### config.mk
export PLATFORM = sky130hd
export DESIGN_NAME = baro_temp_pressure_compensation
export DESIGN_NICKNAME = d
export VERILOG_FILES = /design/src/hdl/bptc_pkg.sv /design/src/hdl/baro_temp_pressure_compensation.sv /design/src/hdl/bptc_mul.sv /design/src/hdl/bptc_div.sv
export SDC_FILE = /design/constraint.sdc
export NUM_CORES = 2
export LEC_CHECK = 0
export BUFFER_PORTS_ARGS = -buffer_cell sky130_fd_sc_hd__buf_2
export CORE_AREA = 2 2 434 436
export DETAILED_ROUTE_END_ITERATION = 10
export DIE_AREA = 0 0 436 438
export PLACE_DENSITY = 0.46
export SLEW_MARGIN = 20
export SYNTH_ARGS = -nofsm -noshare
export SYNTH_HDL_FRONTEND = slang
export SYNTH_SLANG_ARGS = --single-unit
### constraint.sdc
create_clock -name clock -period 15.7 [get_ports clock]
set_input_delay 0.785 -clock clock [delete_from_list [all_inputs] [get_ports clock]]
set_output_delay 0.785 -clock clock [all_outputs]
set_load 0.005 [all_outputs]
### src/hdl/bptc_pkg.sv
// ----------------------------------------------------------------------------
// bptc_pkg
// shared constants and helpers for the barometric compensation block
// ----------------------------------------------------------------------------
package bptc_pkg;

   localparam int unsigned DataW = 32;
   localparam int unsigned RawW  = 24;
   localparam int unsigned CsrW  = 48;
   localparam int unsigned CsrIW = 3;

   // register indexes
   localparam logic [CsrIW-1:0] CSR_OSS    = 3'd0;
   localparam logic [CsrIW-1:0] CSR_AC_S   = 3'd1;
   localparam logic [CsrIW-1:0] CSR_AC_U   = 3'd2;
   localparam logic [CsrIW-1:0] CSR_B_PAIR = 3'd3;
   localparam logic [CsrIW-1:0] CSR_M_PAIR = 3'd4;

   // item kinds
   localparam logic KIND_TEMP  = 1'b0;
   localparam logic KIND_PRESS = 1'b1;

   typedef logic signed [DataW-1:0] word_type;

   // signed divide by 2**k, truncating toward zero
   function automatic word_type sdiv_p2(input word_type v, input logic [4:0] k);
      logic [DataW-1:0] bias;
      bias = v[DataW-1] ? ((32'd1 << k) - 32'd1) : 32'd0;
      return word_type'(v + word_type'(bias)) >>> k;
   endfunction

   function automatic word_type sext16(input logic [15:0] x);
      return word_type'({{16{x[15]}}, x});
   endfunction

   function automatic word_type zext16(input logic [15:0] x);
      return word_type'({16'd0, x});
   endfunction

endpackage

### src/hdl/baro_temp_pressure_compensation.sv
// ----------------------------------------------------------------------------
// baro_temp_pressure_compensation
// integer temperature and pressure compensation for a barometric sensor
// ----------------------------------------------------------------------------
// Input beats carry a raw sample on req_tdata and the item kind on
// req_tuser (0 temperature, 1 pressure). Each input beat gives exactly one
// output beat: result value on rsp_tdata, kind and divide fault on rsp_tuser.
// The user must write calibration words and the oversampling mode through
// the csr_ port while the block is idle; the block itself does not enforce
// it. They take effect on the next item. One item is worked at a time by a
// sequencer around one shared multiplier and one bit-serial divider; a new
// item is taken only once the last one has left the sequencer. A zero
// divisor skips the divide and finishes early.
// req_tready is high only while the sequencer is idle. A finished result
// sits in the output register until taken; if the receiver stalls, the next
// item still runs and waits in its last step until the output frees up.
// Reset (synchronous) clears the calibration registers, the stored B5 term
// and all handshake state.
module baro_temp_pressure_compensation (
   input  logic                       clock,
   input  logic                       reset,
   input  logic                       req_tvalid,
   output logic                       req_tready,
   input  logic [23:0]                req_tdata,  // raw_reading
   input  logic                       req_tuser,  // cmd
   output logic                       rsp_tvalid,
   input  logic                       rsp_tready,
   output logic [31:0]                rsp_tdata,  // result_value
   output logic [1:0]                 rsp_tuser,  // result_kind, divide_fault
   input  logic                       csr_we,
   input  logic [bptc_pkg::CsrIW-1:0] csr_index,
   input  logic [bptc_pkg::CsrW-1:0]  csr_wdata
);
   import bptc_pkg::*;

   localparam logic [4:0] S_IDLE = 5'd0;
   localparam logic [4:0] S_OUT  = 5'd1;
   localparam logic [4:0] S_T0   = 5'd2;
   localparam logic [4:0] S_T1   = 5'd3;
   localparam logic [4:0] S_T2   = 5'd4;
   localparam logic [4:0] S_TD   = 5'd5;
   localparam logic [4:0] S_T3   = 5'd6;
   localparam logic [4:0] S_T4   = 5'd7;
   localparam logic [4:0] S_P0   = 5'd8;
   localparam logic [4:0] S_P1   = 5'd9;
   localparam logic [4:0] S_P2   = 5'd10;
   localparam logic [4:0] S_P3   = 5'd11;
   localparam logic [4:0] S_P4   = 5'd12;
   localparam logic [4:0] S_P5   = 5'd13;
   localparam logic [4:0] S_P6   = 5'd14;
   localparam logic [4:0] S_P7   = 5'd15;
   localparam logic [4:0] S_P8   = 5'd16;
   localparam logic [4:0] S_P9   = 5'd17;
   localparam logic [4:0] S_P10  = 5'd18;
   localparam logic [4:0] S_P11  = 5'd19;
   localparam logic [4:0] S_PD   = 5'd20;
   localparam logic [4:0] S_P12  = 5'd21;
   localparam logic [4:0] S_P13  = 5'd22;
   localparam logic [4:0] S_P14  = 5'd23;
   localparam logic [4:0] S_P15  = 5'd24;
   localparam logic [4:0] S_P16  = 5'd25;
   localparam logic [4:0] S_P17  = 5'd26;

   // configuration
   logic [1:0]  oss_ff;
   logic [47:0] acs_ff, acu_ff;
   logic [31:0] bp_ff, mp_ff;

   logic [4:0]  state_ff, state_in;
   logic [23:0] raw_ff, raw_in;
   word_type    b5_ff, b5_in;
   word_type    xa_ff, xa_in, xb_ff, xb_in;
   word_type    b6_ff, b6_in, t_ff, t_in;
   word_type    b3_ff, b3_in, p_ff, p_in;
   logic [31:0] b4_ff, b4_in;
   logic        neg_ff, neg_in, dbl_ff, dbl_in;
   word_type    res_ff, res_in;
   logic        resk_ff, resk_in, resf_ff, resf_in;
   logic        ov_ff, ov_in;
   word_type    od_ff, od_in;
   logic        ok_ff, ok_in, of_ff, of_in;

   logic [31:0] mul_a, mul_b, prod;
   logic        div_start, div_done;
   logic [31:0] div_num, div_den, div_quo;

   word_type ac1, ac2, ac3, ac4, ac5, ac6, b1, b2, mc, md;
   word_type d, num_s, up, q_s;
   logic [31:0] b7;

   assign ac1 = sext16(acs_ff[47:32]);
   assign ac2 = sext16(acs_ff[31:16]);
   assign ac3 = sext16(acs_ff[15:0]);
   assign ac4 = zext16(acu_ff[47:32]);
   assign ac5 = zext16(acu_ff[31:16]);
   assign ac6 = zext16(acu_ff[15:0]);
   assign b1  = sext16(bp_ff[31:16]);
   assign b2  = sext16(bp_ff[15:0]);
   assign mc  = sext16(mp_ff[31:16]);
   assign md  = sext16(mp_ff[15:0]);

   bptc_mul u_mul (
      .clock   (clock),
      .op_a    (mul_a),
      .op_b    (mul_b),
      .prod_ff (prod)
   );

   bptc_div u_div (
      .clock (clock),
      .reset (reset),
      .start (div_start),
      .num   (div_num),
      .den   (div_den),
      .quo   (div_quo),
      .done  (div_done)
   );

   assign req_tready = (state_ff == S_IDLE);

   always_comb begin
      state_in  = state_ff;
      raw_in    = raw_ff;
      b5_in     = b5_ff;
      xa_in     = xa_ff;
      xb_in     = xb_ff;
      b6_in     = b6_ff;
      t_in      = t_ff;
      b3_in     = b3_ff;
      b4_in     = b4_ff;
      p_in      = p_ff;
      neg_in    = neg_ff;
      dbl_in    = dbl_ff;
      res_in    = res_ff;
      resk_in   = resk_ff;
      resf_in   = resf_ff;
      ov_in     = ov_ff;
      od_in     = od_ff;
      ok_in     = ok_ff;
      of_in     = of_ff;
      mul_a     = '0;
      mul_b     = '0;
      div_start = 1'b0;
      div_num   = '0;
      div_den   = '0;
      d         = xa_ff + md;
      num_s     = mc <<< 11;
      up        = word_type'({8'd0, raw_ff >> (4'd8 - {2'd0, oss_ff})});
      b7        = prod;
      q_s       = neg_ff ? -word_type'(div_quo) : word_type'(div_quo);

      if (ov_ff && rsp_tready) begin
         ov_in = 1'b0;
      end

      case (state_ff)
         S_IDLE: begin
            if (req_tvalid) begin
               raw_in   = req_tdata;
               resk_in  = req_tuser;
               resf_in  = 1'b0;
               state_in = (req_tuser == KIND_PRESS) ? S_P0 : S_T0;
            end
         end
         S_OUT: begin
            if (!ov_ff || rsp_tready) begin
               ov_in    = 1'b1;
               od_in    = res_ff;
               ok_in    = resk_ff;
               of_in    = resf_ff;
               state_in = S_IDLE;
            end
         end
         // temperature
         S_T0: begin
            mul_a    = zext16(raw_ff[15:0]) - ac6;
            mul_b    = ac5;
            state_in = S_T1;
         end
         S_T1: begin
            xa_in    = sdiv_p2(prod, 5'd15);
            state_in = S_T2;
         end
         S_T2: begin
            if (d == '0) begin
               resf_in  = 1'b1;
               res_in   = '0;
               state_in = S_OUT;
            end else begin
               div_start = 1'b1;
               div_num   = num_s[31] ? -num_s : num_s;
               div_den   = d[31] ? -d : d;
               neg_in    = num_s[31] ^ d[31];
               state_in  = S_TD;
            end
         end
         S_TD: begin
            if (div_done) begin
               xb_in    = q_s;
               state_in = S_T3;
            end
         end
         S_T3: begin
            b5_in    = xa_ff + xb_ff;
            state_in = S_T4;
         end
         S_T4: begin
            res_in   = sdiv_p2(b5_ff + 32'sd8, 5'd4);
            state_in = S_OUT;
         end
         // pressure
         S_P0: begin
            b6_in    = b5_ff - 32'sd4000;
            state_in = S_P1;
         end
         S_P1: begin
            mul_a    = b6_ff;
            mul_b    = b6_ff;
            state_in = S_P2;
         end
         S_P2: begin
            t_in     = sdiv_p2(prod, 5'd12);
            state_in = S_P3;
         end
         S_P3: begin
            mul_a    = b2;
            mul_b    = t_ff;
            state_in = S_P4;
         end
         S_P4: begin
            xa_in    = sdiv_p2(prod, 5'd11);
            mul_a    = ac2;
            mul_b    = b6_ff;
            state_in = S_P5;
         end
         S_P5: begin
            xa_in    = xa_ff + sdiv_p2(prod, 5'd11);
            mul_a    = ac3;
            mul_b    = b6_ff;
            state_in = S_P6;
         end
         S_P6: begin
            xb_in    = sdiv_p2(prod, 5'd13);
            mul_a    = b1;
            mul_b    = t_ff;
            state_in = S_P7;
         end
         S_P7: begin
            xb_in    = xb_ff + sdiv_p2(prod, 5'd16);
            b3_in    = ((ac1 <<< 2) + xa_ff) <<< oss_ff;
            state_in = S_P8;
         end
         S_P8: begin
            b3_in    = sdiv_p2(b3_ff + 32'sd2, 5'd2);
            xb_in    = sdiv_p2(xb_ff + 32'sd2, 5'd2);
            state_in = S_P9;
         end
         S_P9: begin
            mul_a    = ac4;
            mul_b    = xb_ff + 32'sd32768;
            state_in = S_P10;
         end
         S_P10: begin
            b4_in    = prod >> 15;
            mul_a    = up - b3_ff;
            mul_b    = 32'd50000 >> oss_ff;
            state_in = S_P11;
         end
         S_P11: begin
            if (b4_ff == '0) begin
               resf_in  = 1'b1;
               res_in   = '0;
               state_in = S_OUT;
            end else begin
               div_start = 1'b1;
               div_num   = b7[31] ? b7 : {b7[30:0], 1'b0};
               div_den   = b4_ff;
               dbl_in    = b7[31];
               state_in  = S_PD;
            end
         end
         S_PD: begin
            if (div_done) begin
               p_in     = dbl_ff ? word_type'({div_quo[30:0], 1'b0}) : word_type'(div_quo);
               state_in = S_P12;
            end
         end
         S_P12: begin
            mul_a    = sdiv_p2(p_ff, 5'd8);
            mul_b    = sdiv_p2(p_ff, 5'd8);
            state_in = S_P13;
         end
         S_P13: begin
            mul_a    = prod;
            mul_b    = 32'd3038;
            state_in = S_P14;
         end
         S_P14: begin
            xa_in    = sdiv_p2(prod, 5'd16);
            mul_a    = -32'sd7357;
            mul_b    = p_ff;
            state_in = S_P15;
         end
         S_P15: begin
            xb_in    = sdiv_p2(prod, 5'd16);
            state_in = S_P16;
         end
         S_P16: begin
            xa_in    = xa_ff + xb_ff + 32'sd3791;
            state_in = S_P17;
         end
         S_P17: begin
            res_in   = p_ff + sdiv_p2(xa_ff, 5'd4);
            state_in = S_OUT;
         end
         default: begin
            state_in = S_IDLE;
         end
      endcase
   end

   always_ff @(posedge clock) begin
      if (reset) begin
         state_ff <= S_IDLE;
         ov_ff    <= 1'b0;
         b5_ff    <= '0;
         oss_ff   <= '0;
         acs_ff   <= '0;
         acu_ff   <= '0;
         bp_ff    <= '0;
         mp_ff    <= '0;
      end else begin
         state_ff <= state_in;
         ov_ff    <= ov_in;
         b5_ff    <= b5_in;
         if (csr_we) begin
            case (csr_index)
               CSR_OSS:    oss_ff <= csr_wdata[1:0];
               CSR_AC_S:   acs_ff <= csr_wdata;
               CSR_AC_U:   acu_ff <= csr_wdata;
               CSR_B_PAIR: bp_ff  <= csr_wdata[31:0];
               CSR_M_PAIR: mp_ff  <= csr_wdata[31:0];
               default: ;
            endcase
         end
      end
   end

   always_ff @(posedge clock) begin
      raw_ff  <= raw_in;
      xa_ff   <= xa_in;
      xb_ff   <= xb_in;
      b6_ff   <= b6_in;
      t_ff    <= t_in;
      b3_ff   <= b3_in;
      b4_ff   <= b4_in;
      p_ff    <= p_in;
      neg_ff  <= neg_in;
      dbl_ff  <= dbl_in;
      res_ff  <= res_in;
      resk_ff <= resk_in;
      resf_ff <= resf_in;
      od_ff   <= od_in;
      ok_ff   <= ok_in;
      of_ff   <= of_in;
   end

   assign rsp_tvalid = ov_ff;
   assign rsp_tdata  = od_ff;
   assign rsp_tuser  = {of_ff, ok_ff};

`ifndef ASSERT_OFF
   a_one_item: assert property (@(posedge clock) disable iff (reset)
      req_tvalid && req_tready |=> !req_tready)
      else $error("second item taken while one is in work");

   a_div_wait: assert property (@(posedge clock) disable iff (reset)
      div_done |-> (state_ff == S_TD || state_ff == S_PD))
      else $error("divider finished outside a wait step");

   a_fault_zero: assert property (@(posedge clock) disable iff (reset)
      rsp_tvalid && rsp_tuser[1] |-> rsp_tdata == '0)
      else $error("fault beat with non-zero value");
`endif
endmodule

### src/hdl/bptc_mul.sv
// ----------------------------------------------------------------------------
// bptc_mul
// shared 32 x 32 multiplier, low word of the product, registered
// ----------------------------------------------------------------------------
module bptc_mul (
   input  logic                     clock,
   input  logic [bptc_pkg::DataW-1:0] op_a,
   input  logic [bptc_pkg::DataW-1:0] op_b,
   output logic [bptc_pkg::DataW-1:0] prod_ff
);
   import bptc_pkg::*;

   logic [2*DataW-1:0] full;

   // the low word is the same for signed and unsigned operands
   assign full = {{DataW{1'b0}}, op_a} * {{DataW{1'b0}}, op_b};

   always_ff @(posedge clock) begin
      prod_ff <= full[DataW-1:0];
   end
endmodule

### src/hdl/bptc_div.sv
// ----------------------------------------------------------------------------
// bptc_div
// unsigned 32 / 32 restoring divider, one quotient bit a cycle
// ----------------------------------------------------------------------------
module bptc_div (
   input  logic                     clock,
   input  logic                     reset,
   input  logic                     start,
   input  logic [bptc_pkg::DataW-1:0] num,
   input  logic [bptc_pkg::DataW-1:0] den,
   output logic [bptc_pkg::DataW-1:0] quo,
   output logic                     done
);
   import bptc_pkg::*;

   logic [DataW:0]   rem_ff, rem_in;
   logic [DataW-1:0] quo_ff, quo_in;
   logic [DataW-1:0] den_ff, den_in;
   logic [4:0]       cnt_ff, cnt_in;
   logic             busy_ff, busy_in;
   logic             done_ff, done_in;
   logic [DataW:0]   trial;
   logic [DataW:0]   diff;

   always_comb begin
      rem_in  = rem_ff;
      quo_in  = quo_ff;
      den_in  = den_ff;
      cnt_in  = cnt_ff;
      busy_in = busy_ff;
      done_in = 1'b0;
      trial   = {rem_ff[DataW-1:0], quo_ff[DataW-1]};
      diff    = trial - {1'b0, den_ff};
      if (start) begin
         rem_in  = '0;
         quo_in  = num;
         den_in  = den;
         cnt_in  = '0;
         busy_in = 1'b1;
      end else if (busy_ff) begin
         if (!diff[DataW]) begin
            rem_in = diff;
            quo_in = {quo_ff[DataW-2:0], 1'b1};
         end else begin
            rem_in = trial;
            quo_in = {quo_ff[DataW-2:0], 1'b0};
         end
         cnt_in = cnt_ff + 5'd1;
         if (cnt_ff == 5'd31) begin
            busy_in = 1'b0;
            done_in = 1'b1;
         end
      end
   end

   always_ff @(posedge clock) begin
      if (reset) begin
         busy_ff <= 1'b0;
         done_ff <= 1'b0;
         cnt_ff  <= '0;
      end else begin
         busy_ff <= busy_in;
         done_ff <= done_in;
         cnt_ff  <= cnt_in;
      end
      rem_ff <= rem_in;
      quo_ff <= quo_in;
      den_ff <= den_in;
   end

   assign quo  = quo_ff;
   assign done = done_ff;
endmodule

* Word-level counts from Yosys, hierarchy flattened
Index checks and enable logic that the tools add are counted.
** Storage, ports and cells
- Word-level logic and storage cells :: 195
- Bits in registers :: 626
- Output and inout bits :: 36
- Input bits :: 81
** Operators by class
- Eq/ne operators :: 37
- Bitwise operators :: 4
- Multipliers :: 1
- Shifts and indexed selects :: 3
- $add $sub $neg :: 30
- Multiplexer cells :: 56
- Reduce and logical (&&, ||, !) cells :: 32
** Operators with widths (count)
- 32-bit 2-to-1 mux :: 14
- 32-bit one-hot mux with 11 select lines :: 1
- 32-bit one-hot mux with 5 select lines :: 2
- 32-bit one-hot mux with 8 select lines :: 1
- 32-bit one-hot mux with 2 select lines :: 3
- 5-bit one-hot mux with 26 select lines :: 1
- 32-bit one-hot mux with 4 select lines :: 1
- 32-bit by 16-bit adder with 32-bit output :: 3
- 32-bit by 3-bit adder with 32-bit output :: 2
- 32-bit by 3-bit adder with 32-bit output (second input constant) :: 2
- 32-bit by 5-bit adder with 32-bit output :: 2
- 32-bit zero test :: 2
- 32-bit negator :: 2
- 5-bit == test (second input constant) :: 12
- 5-bit by 4-bit == test with 1-bit output (second input constant) :: 8
- 33-bit by 32-bit subtractor with 33-bit output :: 1
- 18-bit by 32-bit adder with 32-bit output :: 1
- 32-bit by 12-bit adder with 32-bit output :: 1
- 32-bit by 13-bit adder with 32-bit output :: 1
- 32-bit by 13-bit adder with 32-bit output (second input constant) :: 1
- 32-bit by 14-bit adder with 32-bit output :: 1
- 32-bit by 17-bit adder with 32-bit output :: 1
- 32-bit by 17-bit adder with 32-bit output (second input constant) :: 1
- 32-bit by 21-bit adder with 32-bit output :: 1
- 52 further kinds :: 98

* Longest topological paths before layout
- Depth in word-level cells :: 5
- Gate-level depth with buffers :: 51
- Mapped depth without buffers :: 45

* Modules after synthesis
Synthesis repeated with hierarchy kept, for this count alone.
** Unflattened totals
- Cells, all modules :: 7817
- Area total of the unflattened synthesis :: 66216.0 µm²
** By module, submodules not included
- baro_temp_pressure_compensation :: seq. area each 12742.2 µm², cells each 5408, area each 43686.9 µm², instances 1
- bptc_mul :: seq. area each 640.6 µm², cells each 1803, area each 16495.8 µm², instances 1
- bptc_div :: seq. area each 2702.6 µm², cells each 606, area each 6033.3 µm², instances 1

* Worst setup path after synthesis
Ideal clock, no wire load.
- Kind :: register to register
- Start point :: reg oss_ff[0]
- End point :: reg u_mul.prod_ff[31] (netlist bit)
- Clock period less this slack :: 12.393 ns
- Library setup time :: 0.127 ns
- Stages on the path, launching flop included :: 48
- Path buffers :: 6
- Data arrival time :: 12.266 ns
- Data required time :: 15.573 ns
- Path slack :: 3.307 ns
- Cell sequence :: dfxtp_1 > clkbuf_1 > inv_1 > clkbuf_1 > clkbuf_1 > ha_1 > clkbuf_1 > buf_1 > clkbuf_1 > mux2i_1 > mux2i_1 > mux2i_1 > a21oi_1 > ha_1 > o21ai_0 > or2_2 > a221oi_1 > o31a_1 > [... 12 more ...] > fa_1 > inv_1 > fa_1 > inv_1 > fa_1 > inv_1 > ha_1 > a21oi_1 > o21bai_1 > a21oi_1 > o21bai_1 > a21oi_1 > o21ai_0 > a21o_1 > a41o_1 > o41ai_1 > o21ai_0 > xor2_1
** Between the ends
- Longest elaborated chain between the ends :: 5
- Elaborated cells between the ends (all ways) :: 7
- Those cells by class :: 2 x add/sub; 1 x mul; 2 x shift; 2 x mux
** RTL lines
- from (decl) :: RTL line baro_temp_pressure_compensation.sv:65 : logic [1:0] oss_ff;
- from (signal assigned) :: RTL line baro_temp_pressure_compensation.sv:338 : CSR_OSS: oss_ff <= csr_wdata[1:0];
- 4-bit by 2-bit subtractor with 4-bit output :: RTL line baro_temp_pressure_compensation.sv:148 : up = word_type'({8'd0, raw_ff >> (4'd8 - {2'd0, oss_ff})});
- 24-bit by 4-bit >> shifter with 24-bit output :: RTL line baro_temp_pressure_compensation.sv:148
- 25-bit by 32-bit subtractor with 32-bit output :: RTL line baro_temp_pressure_compensation.sv:265 : mul_a = up - b3_ff;
- 32-bit one-hot mux with 11 select lines :: RTL line baro_temp_pressure_compensation.sv:156 : case (state_ff)
- 32-bit by 32-bit multiplier with 32-bit output * :: RTL line bptc_mul.sv:16 : assign full = {{DataW{1'b0}}, op_a} * {{DataW{1'b0}}, op_b};
- named net u_mul.full[31] :: RTL line bptc_mul.sv:13 : logic [2*DataW-1:0] full;
- to (signal assigned) :: RTL line bptc_mul.sv:19 : prod_ff <= full[DataW-1:0];
- to (decl) :: RTL line bptc_mul.sv:9 : output logic [bptc_pkg::DataW-1:0] prod_ff
The timed path passes the listed nets; every way through them passes the cells marked *.
A chain may end at the register's enable or synchronous reset.

* Final worst setup path
- Start point :: reg oss_ff[1]
- End point :: reg u_mul.prod_ff[31] (netlist bit)
Same word-level chain as after synthesis.

==> results.json <==
{
  "crit_family": "adder cells",
  "critPathCaptureType": "flip-flop",
  "antenna_found_initial": 25,
  "grt_pass1_wl_um": 410000,
  "hold_viol": 0,
  "yosys-top-cells-count": "nand2_1, inv_1, nor2_1, a21oi_1, xnor2_1",
  "multi_input_area_um2": 44800,
  "cp_slowest_cell": "o311ai_0",
  "root_buffer": "clkbuf_16",
  "chipWidth_um": 436,
  "grt_pass1_vias": 57300,
  "synth_edf_count": 355,
  "powerDensity_nw_per_um2": 104,
  "area_delta_synth_final_pct": 10.4,
  "h-tree-depth": 3,
  "first_pass_iters": 8,
  "crit_arrival_ps": 13980,
  "netSwitchingPower_mw": 3.25,
  "yosysTopAreaCell": "edfxtp_1",
  "status": "finished clean",
  "start_kind": "flip-flop",
  "cts_tree": "done",
  "register_area_um2": 16100,
  "clockPowerShare_pct": 26.8,
  "nFillCells": 19400,
  "postCtsSetupBuffers": 0,
  "path_class": "reg2reg",
  "netlist_instances": 7767,
  "hold_buffers": 0,
  "globalplace.congestion": 0.963,
  "path_clk_slew_ps": 60,
  "worstPathRequired_ps": 16300,
  "synth_top_area_share_pct": 16.4,
  "insertion_delay_ps": 740,
  "finalNonFillerCells": 10300,
  "post-route-period-util_pct": 85.2,
  "critPathMaxFanout": 40,
  "die_y_um": 438,
  "slew_violations": 0,
  "holdCritPathClass": "in2reg",
  "syn_area_um2": 64900,
  "rows": 159,
  "synthTopCellsByArea": "edfxtp_1, fa_1, dfxtp_1, ha_1, nand2_1",
  "io_buffers": 116,
  "rsz0062_at_grt": "no",
  "grt_use_total_pct": 29.3,
  "die-area_um2": 191000,
  "nNetsFinal": 8690,
  "yosysWarnings": 0,
  "cts_sinks": 626,
  "initial_core_util_pct": 34.8,
  "p_int_mw": 4.22,
  "synth-main-ff-cell": "edfxtp_1",
  "ant_nets": 0,
  "period_needed_ps": 13370,
  "pwr-share-seq_pct": 28.4,
  "wire_per_inst_um": 27.7,
  "ys_types": 101,
  "first_iter_violations": 6138,
  "dp_hpwl_um": 223000,
  "yosysMostFrequentCell": "nand2_1",
  "max_stage_delay_ps": 630,
  "avgSynthCellArea_um2": 8.35,
  "comb_power_share_pct": 44.9,
  "core_um2": 187000,
  "synthArstFlopShare_pct": 0,
  "ctsLongestPathBuffers": 3,
  "ctsResizeCount": 0,
  "fin_skew_ps": 37.7,
  "post_route_cells_drive_above_1_share_pct": 8.26,
  "fin_setup_tns_ps": 0,
  "ios": 117,
  "slew_headroom_pct": 22.7,
  "post-route-drc-count": 0,
  "ys_seq_elements": 626,
  "hold_slack_ps": 227,
  "setup_violations": 0,
  "fmax_ghz": 0.0748,
  "ir_drop_mv": 0.252,
  "vias": 59100,
  "path_buf_inv": 5,
  "switching_share_pct": 43.5,
  "avgViaCountPerCell": 5.72,
  "worst_pin_slew_ps": 1160,
  "maxCapViolCount": 0,
  "ys_seq_area_share_pct": 24.8,
  "p_leak_nw": 28.8,
  "placedCellCount": 10200,
  "grt_max_degree": 85,
  "cts_buffers": 82,
  "drt-total-wl_um": 286000,
  "grt-ovfl-total": 0
}
power groups by stage:
stage	Clock (mW)	Sequential, mW	Combinational [mW]
after detailed placement	0	2.15	3.29
after CTS	2.03	2.12	3.32
after global placement	0	2.15	3.28
final	2.00	2.12	3.35
after global routing	2.09	2.13	3.61
after floorplan	0	2.07	2.12
state kept, by name, indices dropped and copies added, names as in the netlist, 24 cells and up:
| signal | cells |
|---|---|
| raw_ff | 24 |
| xb_ff | 32 |
| acu_ff | 48 |
| bp_ff | 32 |
| xa_ff | 32 |
| u_mul.prod_ff | 32 |
| b5_ff | 32 |
| acs_ff | 48 |
| res_ff | 32 |
| u_div.rem_ff | 32 |
| mp_ff | 32 |
| u_div.quo | 32 |
| rsp_tdata | 32 |
| b3_ff | 32 |
| p_ff | 32 |
| b6_ff | 32 |
| u_div.den_ff | 32 |
layout by cell type, fill, tap and decap left out, types with 50 or more instances in the layout:
cell       instances
and3_1            57
a22oi_1           50
nand2_1         1088
nor3_1           119
o22ai_1           58
nor2b_1           58
nand3_1          142
buf_2            115
clkbuf_16         87
o21ai_0          291
dfxtp_1          266
nand4_1           56
fa_1             417
and2_1            55
xnor2_1          440
mux2i_1          110
edfxtp_1         355
a221oi_1          50
a21oi_1          512
inv_1            734
nand2b_1          85
o211ai_1          82
ha_1             426
nor4_1            52
nor2_1           683
or3_1             50
xor2_1           240
mux2_2            62
a21o_1            94
buf_4            187
o21a_1            50
worst reg2reg max path, delay by kind of cell (launching register included):
kind                     cells  cell delay [ps]
flip-flops                   1              310
XOR/XNOR                    13             2520
AO/OA/AOI/OAI                8             3270
AND/OR/NAND/NOR              3              470
adder cells (fa/ha/maj)     10             4860
multiplexers                 1              430
buffers and inverters        5             1370
layer usage:
| layer | track usage [%] | part of all wire [%] | up-vias |
|---|---|---|---|
| met5 | 0 | 0.0077 | - |
| met4 | 13.1 | 4.8 | 4 |
| met3 | 4.16 | 6.7 | 458 |
| met2 | 47.1 | 46 | 2299 |
| met1 | 39.1 | 43 | 29600 |
| li1 | - | - | 26800 |
through the flow:
step	setup slack (ps)	util (%)	area (um^2)	total power, mW
floorplan	3310	-	64900	4.18
global placement	2640	36.8	68700	5.43
detailed placement	2550	36.9	68800	5.44
CTS	2430	38.4	71600	7.47
global route	1680	38.4	71600	7.84
finish	2330	38.4	71600	7.47
final timing paths:
path           startpoint                 to  slack [ps]  depth (start not counted)
max reg2reg     oss_ff[1]  u_mul.prod_ff[31]        2330                         40
min          req_tdata[2]          raw_ff[2]         230                          1
max             oss_ff[1]  u_mul.prod_ff[31]        2330                         40
min reg2reg    res_ff[29]      rsp_tdata[29]         420                          0
layout make-up:
type                            count  share of cell area [%]
Inverter                          741                    3.88
Timing Repair Buffer              304                    2.82
Sequential cell                   626                    22.5
Multi-Input combinational cell   6011                    62.5
Clock buffer                      119                    3.44
Clock inverter                     33                   0.512
Antenna cell                        9                  0.0314
Tap cell                         2495                    4.36
kinds of logic (layout without fill, tap and decap cells):
logic type / count (synthesis) / in the layout / synth area share (%)
flops: 626 / 626 / 24.8
simple gates: 2626 / 2626 / 18.4
fa+ha+maj: 843 / 843 / 21.1
xor+xnor: 685 / 685 / 9.34
other cells: 1 / 13 / 0.00578
buf+inv: 1133 / 1197 / 6.63
compound gates: 1678 / 1678 / 16.9
mux: 175 / 175 / 2.88
Note: power is estimated with default switching activity, not from simulation.
